**src/dpa_pkg.sv**
```systemverilog
// Shared types and codes for the delta patch apply block.
// Used by every module of the block but dpa_old_store; no dependencies of its own.
package dpa_pkg;

  localparam int unsigned OLD_DEPTH_DEF  = 65536;
  localparam longint unsigned MAX_STREAM_DEF = 64'd16777216;

  localparam int OLD_LEN_W = 17;
  localparam int LEN_W     = 25;
  localparam int SEEK_W    = 32;
  localparam int POS_W     = 33;
  localparam int CFG_W     = 25;

  typedef enum logic [1:0] {
    CMD_LOAD   = 2'd0,
    CMD_CTRL   = 2'd1,
    CMD_DATA   = 2'd2,
    CMD_FINISH = 2'd3
  } cmd_t;

  typedef enum logic [1:0] {
    CFG_OLD_LENGTH   = 2'd0,
    CFG_NEW_LENGTH   = 2'd1,
    CFG_DIFF_LENGTH  = 2'd2,
    CFG_EXTRA_LENGTH = 2'd3
  } cfg_idx_t;

  typedef enum logic [2:0] {
    ST_OK         = 3'd0,
    ST_OVERFLOW   = 3'd1,
    ST_UNDERFLOW  = 3'd2,
    ST_FINISHED   = 3'd3,
    ST_UNEXPECTED = 3'd4
  } status_t;

  // Decision for one transaction, handed to the output stage
  typedef struct packed {
    logic       out_valid;
    logic       in_range;
    status_t    status;
    logic [7:0] data_byte;
  } dpa_res_t;

  localparam logic signed [POS_W:0] POS_MAX = 34'sd4294967295;
  localparam logic signed [POS_W:0] POS_MIN = -34'sd4294967296;

  // Add a signed step to the old position, clamped to the 33-bit range
  function automatic logic signed [POS_W-1:0] pos_move(
      input logic signed [POS_W-1:0]  pos,
      input logic signed [SEEK_W-1:0] delta);
    logic signed [POS_W:0] sum;
    sum = {pos[POS_W-1], pos} + {{2{delta[SEEK_W-1]}}, delta};
    if (sum > POS_MAX) begin
      sum = POS_MAX;
    end else if (sum < POS_MIN) begin
      sum = POS_MIN;
    end
    return sum[POS_W-1:0];
  endfunction

endpackage

```
**src/dpa_ctrl.sv**
```systemverilog
// Patch sequencer: configuration registers, stream counters and old position.
// Uses dpa_pkg; drives the old store ports and the per-transaction decision.
module dpa_ctrl #(
  parameter int unsigned OLD_DEPTH = dpa_pkg::OLD_DEPTH_DEF,
  parameter longint unsigned MAX_STREAM = dpa_pkg::MAX_STREAM_DEF,
  parameter int AW = $clog2(OLD_DEPTH)
) (
  input  logic                         clk,
  input  logic                         rst,
  input  logic                         cfg_we,
  input  logic [1:0]                   cfg_index,
  input  logic [dpa_pkg::CFG_W-1:0]    cfg_data,
  input  logic                         acc,
  input  logic [1:0]                   cmd,
  input  logic [7:0]                   data_byte,
  input  logic [dpa_pkg::LEN_W-1:0]    add_len,
  input  logic [dpa_pkg::LEN_W-1:0]    copy_len,
  input  logic [dpa_pkg::SEEK_W-1:0]   seek,
  output logic                         mem_we,
  output logic [AW-1:0]                mem_waddr,
  output logic [7:0]                   mem_wdata,
  output logic                         mem_re,
  output logic [AW-1:0]                mem_raddr,
  output dpa_pkg::dpa_res_t            res
);
  import dpa_pkg::*;

  localparam logic [LEN_W-1:0]  OldDepthW  = LEN_W'(OLD_DEPTH);
  localparam logic [POS_W:0]    MaxStreamW = (POS_W+1)'(MAX_STREAM);

  function automatic logic [LEN_W-1:0] stream_cap(input logic [LEN_W-1:0] v);
    return ({{(POS_W+1-LEN_W){1'b0}}, v} > MaxStreamW) ? LEN_W'(MAX_STREAM) : v;
  endfunction

  logic [OLD_LEN_W-1:0] old_length;
  logic [LEN_W-1:0]     new_length, diff_length, extra_length;

  logic [OLD_LEN_W-1:0]    load_pointer, load_pointer_next;
  logic [LEN_W-1:0]        new_position, new_position_next;
  logic signed [POS_W-1:0] old_position, old_position_next;
  logic [LEN_W-1:0]        diff_consumed, diff_consumed_next;
  logic [LEN_W-1:0]        extra_consumed, extra_consumed_next;
  logic [LEN_W-1:0]        add_remaining, add_remaining_next;
  logic [LEN_W-1:0]        copy_remaining, copy_remaining_next;
  logic signed [SEEK_W-1:0] pending_seek, pending_seek_next;
  logic                    error_flag, error_flag_next;

  logic [OLD_LEN_W-1:0] old_cap;
  logic [LEN_W-1:0]     nl, dl, el;
  logic [LEN_W+1:0]     end_add, end_all, diff_end, extra_end;
  logic                 in_range, busy;
  logic signed [POS_W-1:0] pos_step;

  always_ff @(posedge clk) begin
    if (rst) begin
      old_length   <= '0;
      new_length   <= '0;
      diff_length  <= '0;
      extra_length <= '0;
    end else if (cfg_we) begin
      unique case (cfg_idx_t'(cfg_index))
        CFG_OLD_LENGTH:   old_length   <= cfg_data[OLD_LEN_W-1:0];
        CFG_NEW_LENGTH:   new_length   <= cfg_data;
        CFG_DIFF_LENGTH:  diff_length  <= cfg_data;
        CFG_EXTRA_LENGTH: extra_length <= cfg_data;
        default: ;
      endcase
    end
  end

  always_comb begin
    old_cap = ({{(LEN_W-OLD_LEN_W){1'b0}}, old_length} > OldDepthW)
            ? OLD_LEN_W'(OLD_DEPTH) : old_length;
    nl = stream_cap(new_length);
    dl = stream_cap(diff_length);
    el = stream_cap(extra_length);
    end_add   = {2'b0, new_position} + {2'b0, add_len};
    end_all   = end_add + {2'b0, copy_len};
    diff_end  = {2'b0, diff_consumed} + {2'b0, add_len};
    extra_end = {2'b0, extra_consumed} + {2'b0, copy_len};
    in_range  = !old_position[POS_W-1]
              && (old_position[POS_W-2:0] < {{(POS_W-1-OLD_LEN_W){1'b0}}, old_cap});
    busy      = (add_remaining != '0) || (copy_remaining != '0);
    pos_step  = pos_move(old_position, 32'sd1);
  end

  always_comb begin
    load_pointer_next   = load_pointer;
    new_position_next   = new_position;
    old_position_next   = old_position;
    diff_consumed_next  = diff_consumed;
    extra_consumed_next = extra_consumed;
    add_remaining_next  = add_remaining;
    copy_remaining_next = copy_remaining;
    pending_seek_next   = pending_seek;
    error_flag_next     = error_flag;
    mem_we    = 1'b0;
    res       = '{out_valid: 1'b0, in_range: 1'b0, status: ST_OK, data_byte: 8'd0};

    unique case (cmd_t'(cmd))
      CMD_LOAD: begin
        if (load_pointer >= old_cap) begin
          res.status = ST_UNEXPECTED;
        end else begin
          mem_we            = acc;
          load_pointer_next = load_pointer + 1'b1;
        end
      end
      CMD_CTRL: begin
        if (error_flag) begin
          res.status = ST_OVERFLOW;
        end else if (busy) begin
          res.status = ST_UNEXPECTED;
        end else if ((end_add > {2'b0, nl}) || (end_all > {2'b0, nl})
                     || (diff_end > {2'b0, dl}) || (extra_end > {2'b0, el})) begin
          error_flag_next = 1'b1;
          res.status      = ST_OVERFLOW;
        end else begin
          diff_consumed_next  = diff_end[LEN_W-1:0];
          extra_consumed_next = extra_end[LEN_W-1:0];
          add_remaining_next  = add_len;
          copy_remaining_next = copy_len;
          pending_seek_next   = seek;
          if ((add_len == '0) && (copy_len == '0)) begin
            old_position_next = pos_move(old_position, seek);
          end
        end
      end
      CMD_DATA: begin
        if (error_flag) begin
          res.status = ST_OVERFLOW;
        end else if (add_remaining != '0) begin
          res.out_valid      = 1'b1;
          res.in_range       = in_range;
          res.data_byte      = data_byte;
          add_remaining_next = add_remaining - 1'b1;
          new_position_next  = new_position + 1'b1;
          // Last add byte with no copy part: seek follows the step at once
          if ((add_remaining == LEN_W'(1)) && (copy_remaining == '0)) begin
            old_position_next = pos_move(pos_step, pending_seek);
          end else begin
            old_position_next = pos_step;
          end
        end else if (copy_remaining != '0) begin
          res.out_valid       = 1'b1;
          res.data_byte       = data_byte;
          copy_remaining_next = copy_remaining - 1'b1;
          new_position_next   = new_position + 1'b1;
          if (copy_remaining == LEN_W'(1)) begin
            old_position_next = pos_move(old_position, pending_seek);
          end
        end else begin
          res.status = ST_UNEXPECTED;
        end
      end
      CMD_FINISH: begin
        if (error_flag) begin
          res.status = ST_OVERFLOW;
        end else if (busy || (new_position != nl) || (diff_consumed != dl)
                     || (extra_consumed != el)) begin
          error_flag_next = 1'b1;
          res.status      = ST_UNDERFLOW;
        end else begin
          res.status = ST_FINISHED;
        end
      end
      default: ;
    endcase
  end

  assign mem_waddr = AW'(load_pointer);
  assign mem_wdata = data_byte;
  assign mem_re    = acc;
  assign mem_raddr = AW'(old_position[POS_W-2:0]);

  always_ff @(posedge clk) begin
    if (rst) begin
      load_pointer   <= '0;
      new_position   <= '0;
      old_position   <= '0;
      diff_consumed  <= '0;
      extra_consumed <= '0;
      add_remaining  <= '0;
      copy_remaining <= '0;
      pending_seek   <= '0;
      error_flag     <= 1'b0;
    end else if (acc) begin
      load_pointer   <= load_pointer_next;
      new_position   <= new_position_next;
      old_position   <= old_position_next;
      diff_consumed  <= diff_consumed_next;
      extra_consumed <= extra_consumed_next;
      add_remaining  <= add_remaining_next;
      copy_remaining <= copy_remaining_next;
      pending_seek   <= pending_seek_next;
      error_flag     <= error_flag_next;
    end
  end

endmodule

```
**config.mk**
```make
export PLATFORM = sky130hd
export DESIGN_NAME = dpa_ctrl
export DESIGN_NICKNAME = d
export VERILOG_FILES = /design/src/dpa_pkg.sv /design/src/dpa_ctrl.sv
export SDC_FILE = /design/constraint.sdc
export NUM_CORES = 2
export LEC_CHECK = 0
export BUFFER_PORTS_ARGS = -buffer_cell sky130_fd_sc_hd__buf_2
export CAP_MARGIN = 10
export CORE_UTILIZATION = 45
export CTS_CLUSTER_DIAMETER = 30
export DETAILED_ROUTE_END_ITERATION = 7
export PLACE_DENSITY = 0.72
export SLEW_MARGIN = 20
export SYNTH_ARGS = -nofsm -noshare
export SYNTH_HDL_FRONTEND = slang
export SYNTH_SLANG_ARGS = --single-unit
```
**constraint.sdc**
```tcl
create_clock -name clk -period 11.7 [get_ports clk]
set_input_delay 1.755 -clock clk [delete_from_list [all_inputs] [get_ports clk]]
set_output_delay 1.755 -clock clk [all_outputs]
set_load 0.02 [all_outputs]
```
# After elaboration in Yosys (flattened, before gate mapping)
# Cells that the tools add are included.
# word_totals
register_bits,300
input_bits,123
out_inout_bits,55
elab_cells,164
# classes
addsub,12
magnitude_cmp,18
n_eq_ne,21
n_mux,64
bitwise,4
reduce_logical,32
# op_table
operator,count
33-bit 2-to-1 mux,17
25-bit 2-to-1 mux,16
"34-bit by 33-bit > comparator with 1-bit output, second input constant",4
"34-bit by 33-bit less-than comparator with 1-bit output, second input constant",4
33-bit by 32-bit adder with 34-bit output,3
25-bit case mux with 2 select lines,2
25-bit by 25-bit adder with 26-bit output,3
26-bit by 25-bit > comparator with 1-bit output,3
"25-bit > comparator, second input constant",3
25-bit logical NOT,3
25-bit != test,3
33-bit case mux with 2 select lines,1
"25-bit by 1-bit equality test with 1-bit output, second input constant",2
25-bit nonzero test,2
"25-bit by 1-bit subtractor with 25-bit output, second input constant",2
"33-bit by 2-bit adder with 34-bit output, second input constant",1
32-bit by 17-bit less-than comparator with 1-bit output,1
8-bit 2-to-1 mux,4
26-bit by 25-bit adder with 27-bit output,1
27-bit by 25-bit > comparator with 1-bit output,1
"25-bit by 1-bit adder with 25-bit output, second input constant",1
3-bit 2-to-1 mux,6
"17-bit by 1-bit adder with 17-bit output, second input constant",1
17-bit greater-or-equal comparator,1
23 further kinds,66

# Logic depth before layout (Yosys ltp)
# logic_depth
ltp_word,12
ltp_mapped,35

# Worst setup path after synthesis
# Ideal clock, no wire load.
# synth_path
path_type,input port to output port
startpoint,in add_len[0] (netlist bit)
endpoint,out res[8] (netlist bit)
t_arrival_ps,7819
required_time_ps,9945
path_slack_ps,2126
cell_stages,32
path_buffers,0
path_cell_list,ha_1 fa_1 a21o_1 a21o_1 a21oi_1 o31ai_1 o41a_1 a211oi_1 inv_1 a21oi_1 xnor2_1 ha_1 nand2_1 o21ai_0 a21oi_1 a21oi_1 nand2_1 a21oi_1 o21a_1 nor2_1 xnor2_1 ha_1 nand4_1 nor4_2 a21oi_1 or4_1 nor4_1 and3_1 nand3_2 nor3_1 nor3_1 o32a_1
# synth_lines
element,line_no,rtl
"start, declared",dpa_ctrl.sv:16,"input logic [dpa_pkg::LEN_W-1:0] add_len,"
"end, declared",dpa_ctrl.sv:24,output dpa_pkg::dpa_res_t res

==> results list <==
* Cell type contributing the most total cell area after synthesis: sky130_fd_sc_hd__dfxtp_1
- The Yosys step of the flow raised 0 warnings.
* Largest net degree at the start of global routing: 97
- In this run the static leakage power is 14.2 nW.
- The worst path uses about 96% of the clock period.
* Vias per std cell: 6.23
- The floorplan step defined a die boundary enclosing 0.0652 mm^2.
* Resized cells post-CTS: 0
* Routed wire length: ~110 mm
- Setup repair after global routing left no endpoint under its margin.
- After synthesis the netlist holds a flip-flop and latch count of 300.
- Area of the core: around 0.063 mm^2
- The die is 255 um tall.
- Post-placement cell count: between 4000 and 5000
- Setup slack on the critical path of the routed design comes to 0.492 ns.
- Run status: finished, final reports clean
* Power Density: 154 mW/mm^2
* Post-Syn Area per Cell: between 7 and 8 um^2
- Dividing the detail-routed wire length by the instance count gives 22.6 um.
- CTS built an H-tree with a depth of 3.
- CTS buffer count: 86
- The hold violation count in the final report came to 0.
* EDFF count, synth: 0
- The most used flip-flop cell after synthesis is sky130_fd_sc_hd__dfxtp_1.
* Vias post-DR: between 30000 and 40000
* Width of the die: around 260 um
- The slowest stage of the critical path is the sky130_fd_sc_hd__or4_1 cell.
- CP Capture Type: primary output
- Synth top area cells: sky130_fd_sc_hd__dfxtp_1, sky130_fd_sc_hd__ha_1, sky130_fd_sc_hd__nand2_1, sky130_fd_sc_hd__a21oi_1, sky130_fd_sc_hd__xnor2_1
- Global routing consumed, over all layers together, 32.9% of the routing resources.
- Yosys mapped the design onto 87 distinct sky130hd cell types.
- Post-placement worst setup slack: around 0.75 ns
- In this run the biggest area consumer among cell types represents 20.8% of the synthesized area.
- The clock net in this run drives a total of 300 sinks.
- For the worst setup path, the data required time is slightly below 10 ns.
* Peak clock frequency supported by timing: a little under 90 MHz
- Placed wire-length estimate after detailed placement: ~85 mm
* Global-route wire length before repair: 168 mm
- Data on the critical path arrives at its endpoint at 9.45 ns.
* Largest fanout of any net on the critical path: 5
* Routability-driven placement congestion ratio: 1.03
* Starting DRT DRC Count: 3276
- Area growth from synthesis to final layout: 15.9%
- Async set-reset flop share out of synthesis: 0%
- After the last flow step, the layout net total stands at 4510.
- Row count: 92
- Counting stages on the worst path, the most repeated cell is sky130_fd_sc_hd__a21oi_1.
- CP peak stage delay: 0.54 ns
- For this run, design rule violations remaining after detail routing come to 0.
* Fillers: a little over 6000
* Final design utilization: 53.0%
- The detail route stage leaves a number of antenna-violating nets equal to 0.
- Cell Area, Synth: 0.0289 mm^2
* Final setup fails: 0
- Counting every net in the synthesized netlist gives 4419.
- Non-filler instance count after layout: 4959
- 178 I/O pins were placed.
- TritonCTS built the clock tree.
- Post-CTS timing repair inserted 0 buffers for setup.
* Maximum buffer depth of the clock tree: 3
- After clock tree synthesis, the clock-pin slew on the worst setup and hold paths is 0.04 ns.
- Number of iterations in the first detailed-routing pass: 6
* Number of violations of the max-capacitance limit: 0
* Setup clock skew after layout: 0.0450 ns
- Once the floorplan was initialized, standard cells occupied 45.7% of the core.
- The worst setup path is of the input port to primary output kind.
* Type of the most critical hold path: register to register
- Final max-slew violation count: 0
- Setup total negative slack on the finished layout was measured at 0 ns.
- Measured against its own limit, the worst slew margin works out to a little over a fifth.
- Post-Syn Instances: 3949
* Worst supply voltage drop on vdd: approximately 100 uV
* Cell at the root of the clock tree: sky130_fd_sc_hd__clkbuf_16
* Fraction of the yosys area taken by sequential cells: 20.8%
- Port buffering added 177 buffers.
* Startpoint types: input port
- The number of global-route vias before repair is 28383.
- Layout cells sized above 1: around a tenth
* Initial antenna violation count: 1
* Cts hold-fix bufs: 0
- Worst-Margin Slew: around 1.2 ns
* Remaining global-route overflow: 0
* Clock latency of the later-clocked register in the worst-skew pair: 0.65 ns
* Minimum clock period: around 11 ns
[synthesized netlist by cell type, drive strengths merged (19+ instances only)]
library cell and count:
and2 34, and3 36, o21bai 27, nand2b 29
a21oi 475, o31ai 21, a211oi 55, nor2 224
dfxtp 300, nand4 66, xnor2 162, a21o 136
a221oi 47, nand2 683, xor2 83, nor4 69
nand3 93, inv 135, clkbuf 134, or3 40
a31oi 19, nor3 74, a22oi 28, o211ai 42
o21a 56, ha 340, nor2b 43, o22ai 27
buf 67, o21ai 210
[final cells by class]
| type | instances | area [um^2] | area share [%] |
|---|---|---|---|
| clock buffers | 111 | 2460 | 7.34 |
| well taps | 846 | 1060 | 3.16 |
| diodes | 1 | 2.50 | 0.00748 |
| inverters | 135 | 507 | 1.51 |
| flip-flops and latches | 300 | 6010 | 17.9 |
| multi-input cells | 3313 | 21500 | 64.1 |
| clock inverters | 49 | 878 | 2.62 |
| repair buffers | 204 | 1100 | 3.28 |
[path summary, 6_finish.rpt]
check	from	endpoint	slack, ns	depth (start not counted)
setup / recovery	add_len[0]	res[8]	0.49	34
hold / removal	old_length[0]	old_length[0]	0.47	2
setup reg to reg	new_position[0]	old_position[9]	2.86	33
hold reg to reg	old_length[0]	old_length[0]	0.47	2
[metal layers]
layer  vias up  global-route usage, %  routed length, um
li1      14628                      -                  -
met1     14396                   40.3              44500
met2      1466                   53.4              50500
met3       418                   5.47               9300
met4         2                   20.9               7670
met5         -                      0                 13
[critical path: cells and delay by family]
kind / cells / cell delay, ns
AO/OA/AOI/OAI: 14 / 3.19
AND/OR/NAND/NOR: 11 / 2.47
adder cells (fa/ha/maj): 4 / 1.33
buffers and inverters: 3 / 0.47
XOR/XNOR: 2 / 0.25
[power by group]
| part | internal, mW | total (mW) | switching (mW) |
|---|---|---|---|
| clock | 1.90 | 2.67 | 0.775 |
| combinational | 0.470 | 1.33 | 0.857 |
| sequential | 1.06 | 1.15 | 0.0811 |
[cell usage in the layout (no fill, tap or decap), drive strengths merged, types with 36 or more instances in the layout]
cell type | netlist | layout
nand2 | 683 | 683
a21oi | 475 | 475
ha | 340 | 340
dfxtp | 300 | 300
nor2 | 224 | 224
o21ai | 210 | 210
buf | 67 | 204
xnor2 | 162 | 162
a21o | 136 | 136
inv | 135 | 136
clkbuf | 134 | 111
nand3 | 93 | 93
xor2 | 83 | 83
nor3 | 74 | 74
nor4 | 69 | 69
nand4 | 66 | 66
o21a | 56 | 56
a211oi | 55 | 55
a221oi | 47 | 47
nor2b | 43 | 43
o211ai | 42 | 42
or3 | 40 | 40
and3 | 36 | 36
[stage by stage]
step / power, mW / area, um^2 / hold WS [ns]
final: 5.15 / 33500 / 0.466
after floorplan: 2.04 / 28900 / 0.444
after global placement: 2.44 / 30100 / 0.458
after global routing: 5.34 / 33500 / 0.483
after CTS: 5.13 / 33500 / 0.465
after detailed placement: 2.45 / 30100 / 0.459
[cells by family (layout without fill, tap and decap cells)]
kind of cell	Yosys count	after routing	synth area share, %
compound gates	1263	1263	27.7
xor+xnor	245	245	7.43
fa+ha+maj	353	353	15.4
buf+inv	336	499	5.07
flops	300	300	20.8
mux	6	6	0.217
other cells	0	1	0
simple gates	1446	1446	23.3
[state kept, by name (all words and copies together), names as in the netlist]
signal,flops
diff_consumed,25
new_length,25
extra_consumed,25
extra_length,25
pending_seek,32
diff_length,25
error_flag,1
new_position,25
copy_remaining,25
old_length,17
add_remaining,25
old_position,33
load_pointer,17
(Power assumes the default switching activity.)
