### config.mk
export PLATFORM = sky130hd
export DESIGN_NAME = dpa_out_stage
export DESIGN_NICKNAME = d
export VERILOG_FILES = /design/src/dpa_pkg.sv /design/src/dpa_out_stage.sv
export SDC_FILE = /design/constraint.sdc
export NUM_CORES = 1
export LEC_CHECK = 0
export BUFFER_PORTS_ARGS = -buffer_cell sky130_fd_sc_hd__buf_2
export CAP_MARGIN = 20
export CORE_MARGIN = 10
export CORE_UTILIZATION = 43
export DETAILED_ROUTE_END_ITERATION = 7
export GPL_TIMING_DRIVEN = 0
export MAX_ROUTING_LAYER = met4
export PLACE_DENSITY_LB_ADDON = 0.25
export SLEW_MARGIN = 40
export SYNTH_ARGS = -nofsm -noshare
export SYNTH_HDL_FRONTEND = slang
export SYNTH_SLANG_ARGS = --single-unit
### constraint.sdc
create_clock -name clk -period 2.4 [get_ports clk]
set_input_delay 0.24 -clock clk [delete_from_list [all_inputs] [get_ports clk]]
set_output_delay 0.24 -clock clk [all_outputs]
set_load 0.005 [all_outputs]
### src/dpa_pkg.sv
// Shared types and codes for the delta patch apply block.
// Used by every module of the block but dpa_old_store; no dependencies of its own.
package dpa_pkg;

  localparam int unsigned OLD_DEPTH_DEF  = 65536;
  localparam longint unsigned MAX_STREAM_DEF = 64'd16777216;

  localparam int OLD_LEN_W = 17;
  localparam int LEN_W     = 25;
  localparam int SEEK_W    = 32;
  localparam int POS_W     = 33;
  localparam int CFG_W     = 25;

  typedef enum logic [1:0] {
    CMD_LOAD   = 2'd0,
    CMD_CTRL   = 2'd1,
    CMD_DATA   = 2'd2,
    CMD_FINISH = 2'd3
  } cmd_t;

  typedef enum logic [1:0] {
    CFG_OLD_LENGTH   = 2'd0,
    CFG_NEW_LENGTH   = 2'd1,
    CFG_DIFF_LENGTH  = 2'd2,
    CFG_EXTRA_LENGTH = 2'd3
  } cfg_idx_t;

  typedef enum logic [2:0] {
    ST_OK         = 3'd0,
    ST_OVERFLOW   = 3'd1,
    ST_UNDERFLOW  = 3'd2,
    ST_FINISHED   = 3'd3,
    ST_UNEXPECTED = 3'd4
  } status_t;

  // Decision for one transaction, handed to the output stage
  typedef struct packed {
    logic       out_valid;
    logic       in_range;
    status_t    status;
    logic [7:0] data_byte;
  } dpa_res_t;

  localparam logic signed [POS_W:0] POS_MAX = 34'sd4294967295;
  localparam logic signed [POS_W:0] POS_MIN = -34'sd4294967296;

  // Add a signed step to the old position, clamped to the 33-bit range
  function automatic logic signed [POS_W-1:0] pos_move(
      input logic signed [POS_W-1:0]  pos,
      input logic signed [SEEK_W-1:0] delta);
    logic signed [POS_W:0] sum;
    sum = {pos[POS_W-1], pos} + {{2{delta[SEEK_W-1]}}, delta};
    if (sum > POS_MAX) begin
      sum = POS_MAX;
    end else if (sum < POS_MIN) begin
      sum = POS_MIN;
    end
    return sum[POS_W-1:0];
  endfunction

endpackage

### src/dpa_out_stage.sv
// Output register: holds one decision beside the store read data.
// Uses dpa_pkg; sits between dpa_ctrl/dpa_old_store and the master side.
module dpa_out_stage (
  input  logic              clk,
  input  logic              rst,
  input  logic              load,
  input  dpa_pkg::dpa_res_t res_in,
  input  logic [7:0]        rdata,
  input  logic              m_tready,
  output logic              m_tvalid,
  output logic [15:0]       m_tdata,
  output logic              m_tuser,
  output logic              take
);
  import dpa_pkg::*;

  dpa_res_t   held;
  logic [7:0] sum;

  // Store read data lands with the held decision, both change only on load
  assign take = !m_tvalid || m_tready;

  always_ff @(posedge clk) begin
    if (rst) begin
      m_tvalid <= 1'b0;
    end else if (take) begin
      m_tvalid <= load;
    end
  end

  always_ff @(posedge clk) begin
    if (load) begin
      held <= res_in;
    end
  end

  assign sum     = held.data_byte + (held.in_range ? rdata : 8'd0);
  assign m_tdata = {5'd0, held.status, sum};
  assign m_tuser = held.out_valid;

endmodule

# == Word level (Yosys, flattened, before mapping) ==
# Cells that the tools add are included.
# word_totals
reg_bits,14
inputBits,25
out_inout_bits,19
elab_cells,9
# op_classes
add_sub_neg,1
muxes,1
n_reduce_logical,2
# ops
operator,count
$add 8x8->8,1
$mux 8,1
$logic_not 1->1,1
$logic_or 1x1->1,1

# == Longest topological paths before layout ==
# Gate-level depths: netlist (run 1).
# depth
ltp_word,2
mapped_depth,8
ltp_nobuf,8

# == Least setup slack after synthesis (run 1) ==
# OpenSTA, ideal clock, no wires.
# synth_path
kind,register to output
startpoint,register held[11] (netlist name)
endpoint,output m_tdata[6]
arrival_ns,1.843
required_ns,2.160
setup_slack_ns,0.317
path_stages_with_launch,9
path_buffers,0
path_cell_list,edfxtp_1 -> and2_1 -> ha_1 -> inv_1 -> fa_1 -> nor2b_4 -> o31a_1 -> or4_1 -> nand3_1
# synth_between
elab_chain_len,2
# synth_rtl
element,line_no,text
from (decl),dpa_out_stage.sv:17,dpa_res_t held;
from (signal assigned),dpa_out_stage.sv:33,held <= res_in;
$mux 8,dpa_out_stage.sv:37,assign sum = held.data_byte + (held.in_range ? rdata : 8'd0);
$add 8x8->8,dpa_out_stage.sv:37,
to (decl),dpa_out_stage.sv:11,"output logic [15:0] m_tdata,"
# No other way between the ends.

# == Worst setup path in the final report (run 1) ==
# Ends and elaborated chain as after synthesis.

==> flow_summary.yaml, run 1 <==
setup_path:
  cp_cell_sequence: "and2_4, ha_4, inv_2, fa_2, nor2b_4, o31a_1, or4_1, nand3_1, buf_2"
  critical_path.max_stage_delay_ps: 440
  crit_type: "reg -> out"
  cpMaxStageDelayCell: "edfxtp_1"
  worstSetupEndpointType: "output pin"
  worst_ep_arrival_time_ps: 2190
  crit_buf_inv: 2
  critPathRequiredTime_ps: 2160
  cp_max_fo: 4
  cpLargestDelayFamily: "simple AND/OR/NAND/NOR gates"
  worstSetupStartpointType: "flip-flop"
layout:
  stdcell_count: 149
  drive_above_1_share_pct: 52.42
  final_common_cell: "buf_2"
  layout.nets: 158
  n_antenna_cell: 0
  fill_cells: 137
  fin_util_pct: 67.86
  final_cell_mix: "38 x buf_2, 13 x buf_4, 13 x edfxtp_1"
  area_delta_synth_final_pct: 44.76
  postLayoutCellArea_mm2: 0.001210
floorplanning:
  io_pins: 44
  coreArea_mm2: 0.001783
  rows: 15
  dieWidth_um: 64.09
  initial_core_util_pct: 46.88
  die_y_um: 64.09
  die_area_mm2: 0.004107
grt:
  grt_max_degree: 15
  grt_pass1_vias: 721
  gr-total-overflow: 0
  antenna_found_initial: 0
  grt_pass1_wl_um: 2815
  grt_usage_pct: 8.367
placed_design:
  portBuffers: 38
  place.gp.congestion: 0.8243
  place_area_mm2: 0.001072
  dp_cells: 140
  dp_hpwl_um: 1477
pwr:
  swShare_pct: 24.86
  max-vdd-ir-drop_uv: 368.6
  p_leak_nw: 0.5680
  p_per_area_mw_per_mm2: 544.0
  p_int_w: 0.0004946
  pwr-share-seq_pct: 45.2
  pwr-share-comb_pct: 30.9
  p_sw_w: 0.0001636
  p_clk_share_pct: 23.9
  power_w: 0.0006582
synth:
  synthDistinctLibCells: 26
  synth_xor_area_share_pct: 5.240
  synthArstFlopShare_pct: 0
  synth_compound_area_share_pct: 8.683
  ys_seq_elements: 14
  synth.area.top_cells: "edfxtp_1 47%, ha_1 10%, buf_4 7.2%, and2_1 4.5%, xnor2_1 4.2%"
  synthSimpleGateAreaFrac_pct: 13.77
  synthAdderAreaFrac_pct: 12.87
  synth_top_family_by_area: "simple AND/OR/NAND/NOR gates"
  syn_inst: 73
  synth.mux.area_fraction_pct: 0
  post_synth.cell_area_avg_um2: 11.45
  yosys_warnings: 0
  seq_area_frac_synth_pct: 49.10
  synth-edff-count: 13
  synthesis.area_um2: 835.8
  netlist.area_leader.share_pct: 46.71
  synthFlopType: "edfxtp_1"
  synth_top_area_cell: "edfxtp_1"
routing:
  drt-pass1-iter-count: 3
  route.detailed.drc: 0
  vias: 673
  wire_per_inst_um: 12.43
  vias_per_cell: 4.517
  routed_wirelength_um: 1852
  drt_iter0_drc: 3
  antenna_left: 0
cts:
  cts_max_level: 1
  cts_num_sinks: 14
  root_buffer: "clkbuf_4"
  clockBufferDepth: 2
  ctsHoldBuffers: 0
  clkLatencyLatePin_ps: 260
  cts_buffers: 3
  cts_tree: "built"
  clk_pin_slew_ps: 80
timing:
  hold_ws_ps: 123.1
  period_share_pct: 101.4
  rsz0062_at_grt: "yes"
  hold_violations: 0
  min_period_ps: 2433
  fmax_mhz: 410.9
  finalWorstSetupSlack_ps: -33.41
  skew_ps: 0
  drv_slew: 0
  setup_viol: 1
outcome:
  status: "finished with violations"
  violations: "negative setup slack"
flow_run:
  max_cap_viol_count: 0
hold_path:
  hp-class: "in -> reg"
-- what timing repair did --
item | in CTS | in global routing
resized for setup | 3 | 7
buffers inserted | 4 | 1
hold endpoints to repair | 0 | 0
endpoints found under the setup margin | 1 | 3
pin swaps | 4 | 2
-- stage by stage --
step	setup slack (ps)	TNS [ps]
global placement	114.2	0
detailed placement	87.39	0
floorplan	317.4	0
finish	-33.41	-33.41
global route	-151.8	-240.4
CTS	-117.4	-117.4
-- state kept, by name, summed over array words and instances (netlist names) --
name / cells
held: 9
m_tdata: 3
m_tuser: 1
m_tvalid: 1
-- cell families (layout without fill, tap and decap cells) --
kind of cell               count (synthesis)  after routing
adders and majority gates                  8              8
AOI/OAI and AO/OA                         12             12
other                                      1              5
buffers and inverters                     14             61
DFF                                       14             14
xor gates and xnor gates                   5              5
and+or+nand+nor                           19             19
-- power by group through the flow --
stage	Clock [W]	Combinational [W]	Sequential [W]
2_1_floorplan	0	0.000104	0.000299
3_3_place_gp	0	0.000171	0.000300
3_5_place_dp	0	0.000174	0.000301
4_1_cts	0.000166	0.000184	0.000294
5_1_grt	0.000180	0.000227	0.000300
6_report	0.000158	0.000203	0.000298
-- routing by layer --
layer / wire (um) / part of all wire [%] / track usage (%)
met1: 746 / 40 / 9.466
met2: 900 / 49 / 13.06
met3: 191 / 10 / 3.136
met4: 14 / 0.76 / 3.279
met5: 0 / 0 / -
-- cells in the mapped netlist (3+ instances only) --
master	n
edfxtp_1	13
buf_4	8
ha_1	7
a21oi_1	6
and2_1	6
inv_1	6
xnor2_1	4
nand2_1	3
nand3_1	3
-- path summary, 6_finish.rpt --
| path | start | end | slack (ps) | cells after the start |
|---|---|---|---|---|
| max | held[11] | m_tdata[6] | -30 | 9 |
| min | rst | m_tvalid | 120 | 2 |
| max reg2reg | m_tvalid | m_tvalid | 1800 | 2 |
| min reg2reg | m_tvalid | m_tvalid | 490 | 2 |
-- final cells by class --
type / count / area [um^2] / area share (%)
Multi-Input combinational cell: 49 / 421.7 / 34.85
Sequential cell: 14 / 410.4 / 33.92
Timing Repair Buffer: 43 / 227.7 / 18.82
Inverter: 6 / 22.52 / 1.861
Tap cell: 25 / 31.28 / 2.585
Clock buffer: 4 / 36.28 / 2.999
Buffer: 8 / 60.06 / 4.964
Note: power is estimated with default switching activity, not from simulation.
==> run 2: changes to the inputs <==
--- a/config.mk
+++ b/config.mk
@@ -7,8 +7,10 @@
 export LEC_CHECK = 0
 export BUFFER_PORTS_ARGS = -buffer_cell sky130_fd_sc_hd__buf_2
 export CAP_MARGIN = 20
-export CORE_MARGIN = 10
-export CORE_UTILIZATION = 43
+export CELL_PAD_IN_SITES_DETAIL_PLACEMENT = 0
+export CELL_PAD_IN_SITES_GLOBAL_PLACEMENT = 1
+export CORE_MARGIN = 3
+export CORE_UTILIZATION = 32
 export DETAILED_ROUTE_END_ITERATION = 7
 export GPL_TIMING_DRIVEN = 0
 export MAX_ROUTING_LAYER = met4
==> flow_summary.yaml, run 2 (synthesized netlist as in run 1, its figures left out) <==
floorplanning:
  io_pins: 44
  rows: 17
  coreArea_mm2: 0.002340
  die_y_um: 57.11
  initial_core_util_pct: 35.72
  die_area_mm2: 0.003261
  dieWidth_um: 57.11
setup_path:
  reg2reg_depth: 2
  critPathCapture: "m_tdata[6]"
  worstSetupEndpointType: "output pin"
  cpMaxStageDelayCell: "edfxtp_1"
  worstSetupStartpointType: "flip-flop"
  cp_cell_sequence: "and2_1, ha_2, inv_2, fa_2, nor2b_4, o31a_1, or4_1, nand3_1, buf_2"
  critPathRequiredTime_ps: 2160
  r2r_start: "m_tvalid"
  startpoint: "held[11]"
  cp_max_fo: 3
  crit_type: "reg -> out"
  cp_num_cells: 9
  ff2ff_setup_slack_ps: 1800
  r2r-end: "m_tvalid"
  worst_ep_arrival_time_ps: 2180
  crit_buf_inv: 2
  cpLargestDelayFamily: "simple AND/OR/NAND/NOR gates"
  critical_path.max_stage_delay_ps: 400
hold_path:
  worstHoldPathCells: 2
  hp-class: "in -> reg"
grt:
  gr-total-overflow: 0
  antenna_found_initial: 0
  grt_pass1_wl_um: 2235
  grt_pass1_vias: 587
  grt_max_degree: 15
  grt_usage_pct: 8.784
layout:
  final_common_cell: "buf_2"
  layout.nets: 155
  final_cell_mix: "38 x buf_2, 13 x edfxtp_1, 10 x buf_4"
  n_antenna_cell: 0
  area_delta_synth_final_pct: 35.78
  top_register: "held"
  stdcell_count: 149
  drive_above_1_share_pct: 46.28
  largest_register_ffs: 9
routing:
  wire_per_inst_um: 9.510
  drt-pass1-iter-count: 4
  route.detailed.drc: 0
  vias_per_cell: 4.315
  antenna_left: 0
  vias: 643
  drt_iter0_drc: 6
  routed_wirelength_um: 1417
pwr:
  p_sw_w: 0.0001506
  p_leak_nw: 0.5461
  p_per_area_mw_per_mm2: 527.5
  pwr-share-seq_pct: 49.2
  max-vdd-ir-drop_uv: 358.6
  p_int_w: 0.0004480
  swShare_pct: 25.16
  pwr-share-comb_pct: 30.1
  p_clk_share_pct: 20.7
cts:
  cts_tree: "built"
  cts_max_level: 1
  clkLatencyLatePin_ps: 260
  cts_num_sinks: 14
  clockBufferDepth: 2
  root_buffer: "clkbuf_4"
  clk_pin_slew_ps: 70
  cts_buffers: 3
timing:
  finalWorstSetupSlack_ps: -16.31
  rsz0062_at_grt: "yes"
  period_share_pct: 100.7
  min_period_ps: 2416
  hold_violations: 0
  skew_ps: 0
  hold_ws_ps: 122.9
  fmax_mhz: 413.9
  setup_viol: 1
  drv_slew: 0
flow_run:
  max_cap_viol_count: 0
outcome:
  violations: "negative setup slack"
  status: "finished with violations"
placed_design:
  place.gp.congestion: 0.7108
  dp_cells: 143
  portBuffers: 38
  dp_hpwl_um: 1202
  post-place-ws_ps: 59.69
run 2: per-layer routing:
layer,vias to the layer above,share of wire [%],global-route usage [%]
li1,341,-,-
met1,270,44,11.33
met2,32,46,13.05
met3,0,11,2.036
met4,0,0,3.974
met5,-,0,-
run 2: worst reg2reg max path, stage by stage (launching register included):
cell      delay [ps]
dfxtp_1          340
nand2b_1          70
a21oi_1          130
run 2: power by group through the flow:
stage | registers (W) | clock network, W | logic, W
finish | 0.000295 | 0.000124 | 0.000180
global route | 0.000297 | 0.000141 | 0.000203
CTS | 0.000295 | 0.000130 | 0.000182
detailed placement | 0.000301 | 0 | 0.000172
global placement | 0.000301 | 0 | 0.000170
floorplan | 0.000299 | 0 | 0.000104
run 2: per-stage QoR:
| step | util (%) | TNS [ps] | power, W | instance area (um^2) |
|---|---|---|---|---|
| 2_1_floorplan | - | 0 | 0.0004031 | 850.8 |
| 3_3_place_gp | 45.99 | 0 | 0.0004705 | 1076 |
| 3_5_place_dp | 45.99 | 0 | 0.0004732 | 1076 |
| 4_1_cts | 48.50 | -64.29 | 0.0006073 | 1135 |
| 5_1_grt | 48.50 | -168.2 | 0.0006406 | 1135 |
| 6_report | 48.50 | -16.31 | 0.0005986 | 1135 |
run 2: worst min path at each step:
stage               start        to  slack (ps)
floorplan             rst  m_tvalid         310
global placement      rst  m_tvalid         390
detailed placement    rst  m_tvalid         410
CTS                   rst  m_tvalid         120
global route          rst  m_tvalid         110
finish                rst  m_tvalid         120
run 2: timing repair:
action,in CTS,in global routing
pin swaps,1,1
hold endpoints to repair,0,0
setup endpoints to repair,1,2
setup buffers,2,0
hold buffers,0,0
gates resized for setup,4,0
run 2: cell type report:
class                   instances  area, um^2
fillers                       248        1205
repair buffers                 40       205.2
flip-flops and latches         14       410.4
multi-input cells              49       375.4
clock inverters                 1       3.754
plain buffers                   8       60.06
clock buffers                   3       22.52
well taps                      28       35.03
inverters                       6       22.52
==> run 3: changes to the inputs <==
--- a/config.mk
+++ b/config.mk
@@ -15,6 +15,7 @@
 export GPL_TIMING_DRIVEN = 0
 export MAX_ROUTING_LAYER = met4
 export PLACE_DENSITY_LB_ADDON = 0.25
+export SETUP_SLACK_MARGIN = 0.2
 export SLEW_MARGIN = 40
 export SYNTH_ARGS = -nofsm -noshare
 export SYNTH_HDL_FRONTEND = slang
==> flow_summary.yaml, run 3 (synthesized netlist as in run 1, its figures left out) <==
outcome:
  status: "finished with violations"
  violations: "negative setup slack"
setup_path:
  worstSetupStartpointType: "flip-flop"
  crit_type: "reg -> out"
  r2r-end: "m_tvalid"
  cp_cell_sequence: "and2_1, ha_2, inv_2, fa_2, nor2b_4, o31a_1, or4_1, nand3_1, buf_2"
  cpLargestDelayFamily: "simple AND/OR/NAND/NOR gates"
  worstSetupEndpointType: "output pin"
  worst_ep_arrival_time_ps: 2180
  ff2ff_setup_slack_ps: 1800
  critical_path.max_stage_delay_ps: 400
  critPathRequiredTime_ps: 2160
  crit_buf_inv: 2
  cp_max_fo: 3
  cpMaxStageDelayCell: "edfxtp_1"
  reg2reg_depth: 2
  r2r_start: "m_tvalid"
layout:
  multi_input_area_um2: 391.6
  drive_above_1_share_pct: 47.93
  largest_register_ffs: 9
  postLayoutCellArea_mm2: 0.001151
  top_register: "held"
  layout.nets: 155
  area_delta_synth_final_pct: 37.72
  n_antenna_cell: 0
  stdcell_count: 149
  regArea_um2: 410.4
  final_common_cell: "buf_2"
  final_cell_mix: "38 x buf_2, 13 x edfxtp_1, 10 x buf_4"
  fill_cells: 248
cts:
  cts_max_level: 1
  root_buffer: "clkbuf_4"
  clkLatencyLatePin_ps: 260
  cts_num_sinks: 14
  clk_pin_slew_ps: 70
  cts_buffers: 3
  cts_tree: "built"
  clockBufferDepth: 2
routing:
  vias: 644
  drt-pass1-iter-count: 4
  vias_per_cell: 4.322
  antenna_left: 0
  drt_iter0_drc: 6
  routed_wirelength_um: 1475
  route.detailed.drc: 0
  wire_per_inst_um: 9.899
timing:
  skew_ps: 0
  hold_violations: 0
  min_period_ps: 2419
  setup_viol: 1
  hold_ws_ps: 123.2
  fmax_mhz: 413.3
  finalWorstSetupSlack_ps: -19.28
  rsz0062_at_grt: "yes"
  period_share_pct: 100.8
  drv_slew: 0
pwr:
  p_int_w: 0.0004520
  swShare_pct: 25.47
  pwr-share-comb_pct: 30.8
  p_clk_share_pct: 20.5
  power_w: 0.0006064
  p_per_area_mw_per_mm2: 526.8
  max-vdd-ir-drop_uv: 363.0
  pwr-share-seq_pct: 48.7
  p_sw_w: 0.0001544
  p_leak_nw: 0.5462
floorplanning:
  coreArea_mm2: 0.002340
  rows: 17
  die_y_um: 57.11
  dieWidth_um: 57.11
  io_pins: 44
  die_area_mm2: 0.003261
  initial_core_util_pct: 35.72
grt:
  grt_usage_pct: 9.218
  gr-total-overflow: 0
  antenna_found_initial: 0
  grt_max_degree: 15
  grt_pass1_vias: 608
  grt_pass1_wl_um: 2346
placed_design:
  portBuffers: 38
  place_area_mm2: 0.001076
  dp_cells: 143
  dp_hpwl_um: 1202
  place.gp.congestion: 0.7108
hold_path:
  worstHoldPathCells: 2
  hp-start: "rst"
  holdPathEnd: "m_tvalid"
  hp-class: "in -> reg"
flow_run:
  max_cap_viol_count: 0
-- run 3: changes by cell type in the layout (fill, tap and decap cells not counted) --
cell     previous run  this run
a21oi_2             0         1
a21oi_1             6         5
ha_4                1         2
ha_1                5         4
-- run 3: worst max-delay path by stage --
stage,startpoint,to,slack (ps),cells past startpoint
after floorplan,held[11],m_tdata[6],320,8
after global placement,held[11],m_tdata[6],90,9
after detailed placement,held[11],m_tdata[6],60,9
after CTS,held[11],m_tdata[6],-60,9
after global routing,held[11],m_tdata[6],-130,9
final,held[11],m_tdata[6],-20,9
-- run 3: layer usage --
layer,routed length [um],vias up,part of all wire [%],track usage (%)
li1,-,342,-,-
met1,625,272,42,11.33
met2,704,30,48,14.52
met3,146,0,9.9,2.036
met4,0,0,0,3.974
met5,0,-,0,-
-- run 3: stage by stage --
stage	worst slack [ps]	utilization (%)	TNS, ps
6_report	-19.28	49.20	-19.28
5_1_grt	-132.3	49.20	-175.1
4_1_cts	-64.29	49.20	-64.29
3_5_place_dp	59.69	45.99	0
3_3_place_gp	88.34	45.99	0
2_1_floorplan	317.4	-	0
-- run 3: timing repair --
action / in CTS / in global routing
endpoints found under the setup margin: 4 / 4
setup buffers: 2 / 0
hold buffers: 0 / 0
resized for setup: 6 / 0
pin swaps: 1 / 2
-- run 3: cell type report --
class	instances	area share [%]
Multi-Input combinational cell	49	34.02
Buffer	8	5.217
Clock inverter	1	0.3261
Timing Repair Buffer	40	17.83
Clock buffer	3	1.957
Tap cell	28	3.043
Inverter	6	1.957
Sequential cell	14	35.65
-- run 3: power by group through the flow --
stage | clock network, W | logic [W] | registers, W
finish | 0.000124 | 0.000187 | 0.000295
detailed placement | 0 | 0.000172 | 0.000301
CTS | 0.000130 | 0.000187 | 0.000296
floorplan | 0 | 0.000104 | 0.000299
global route | 0.000141 | 0.000209 | 0.000298
global placement | 0 | 0.000170 | 0.000301
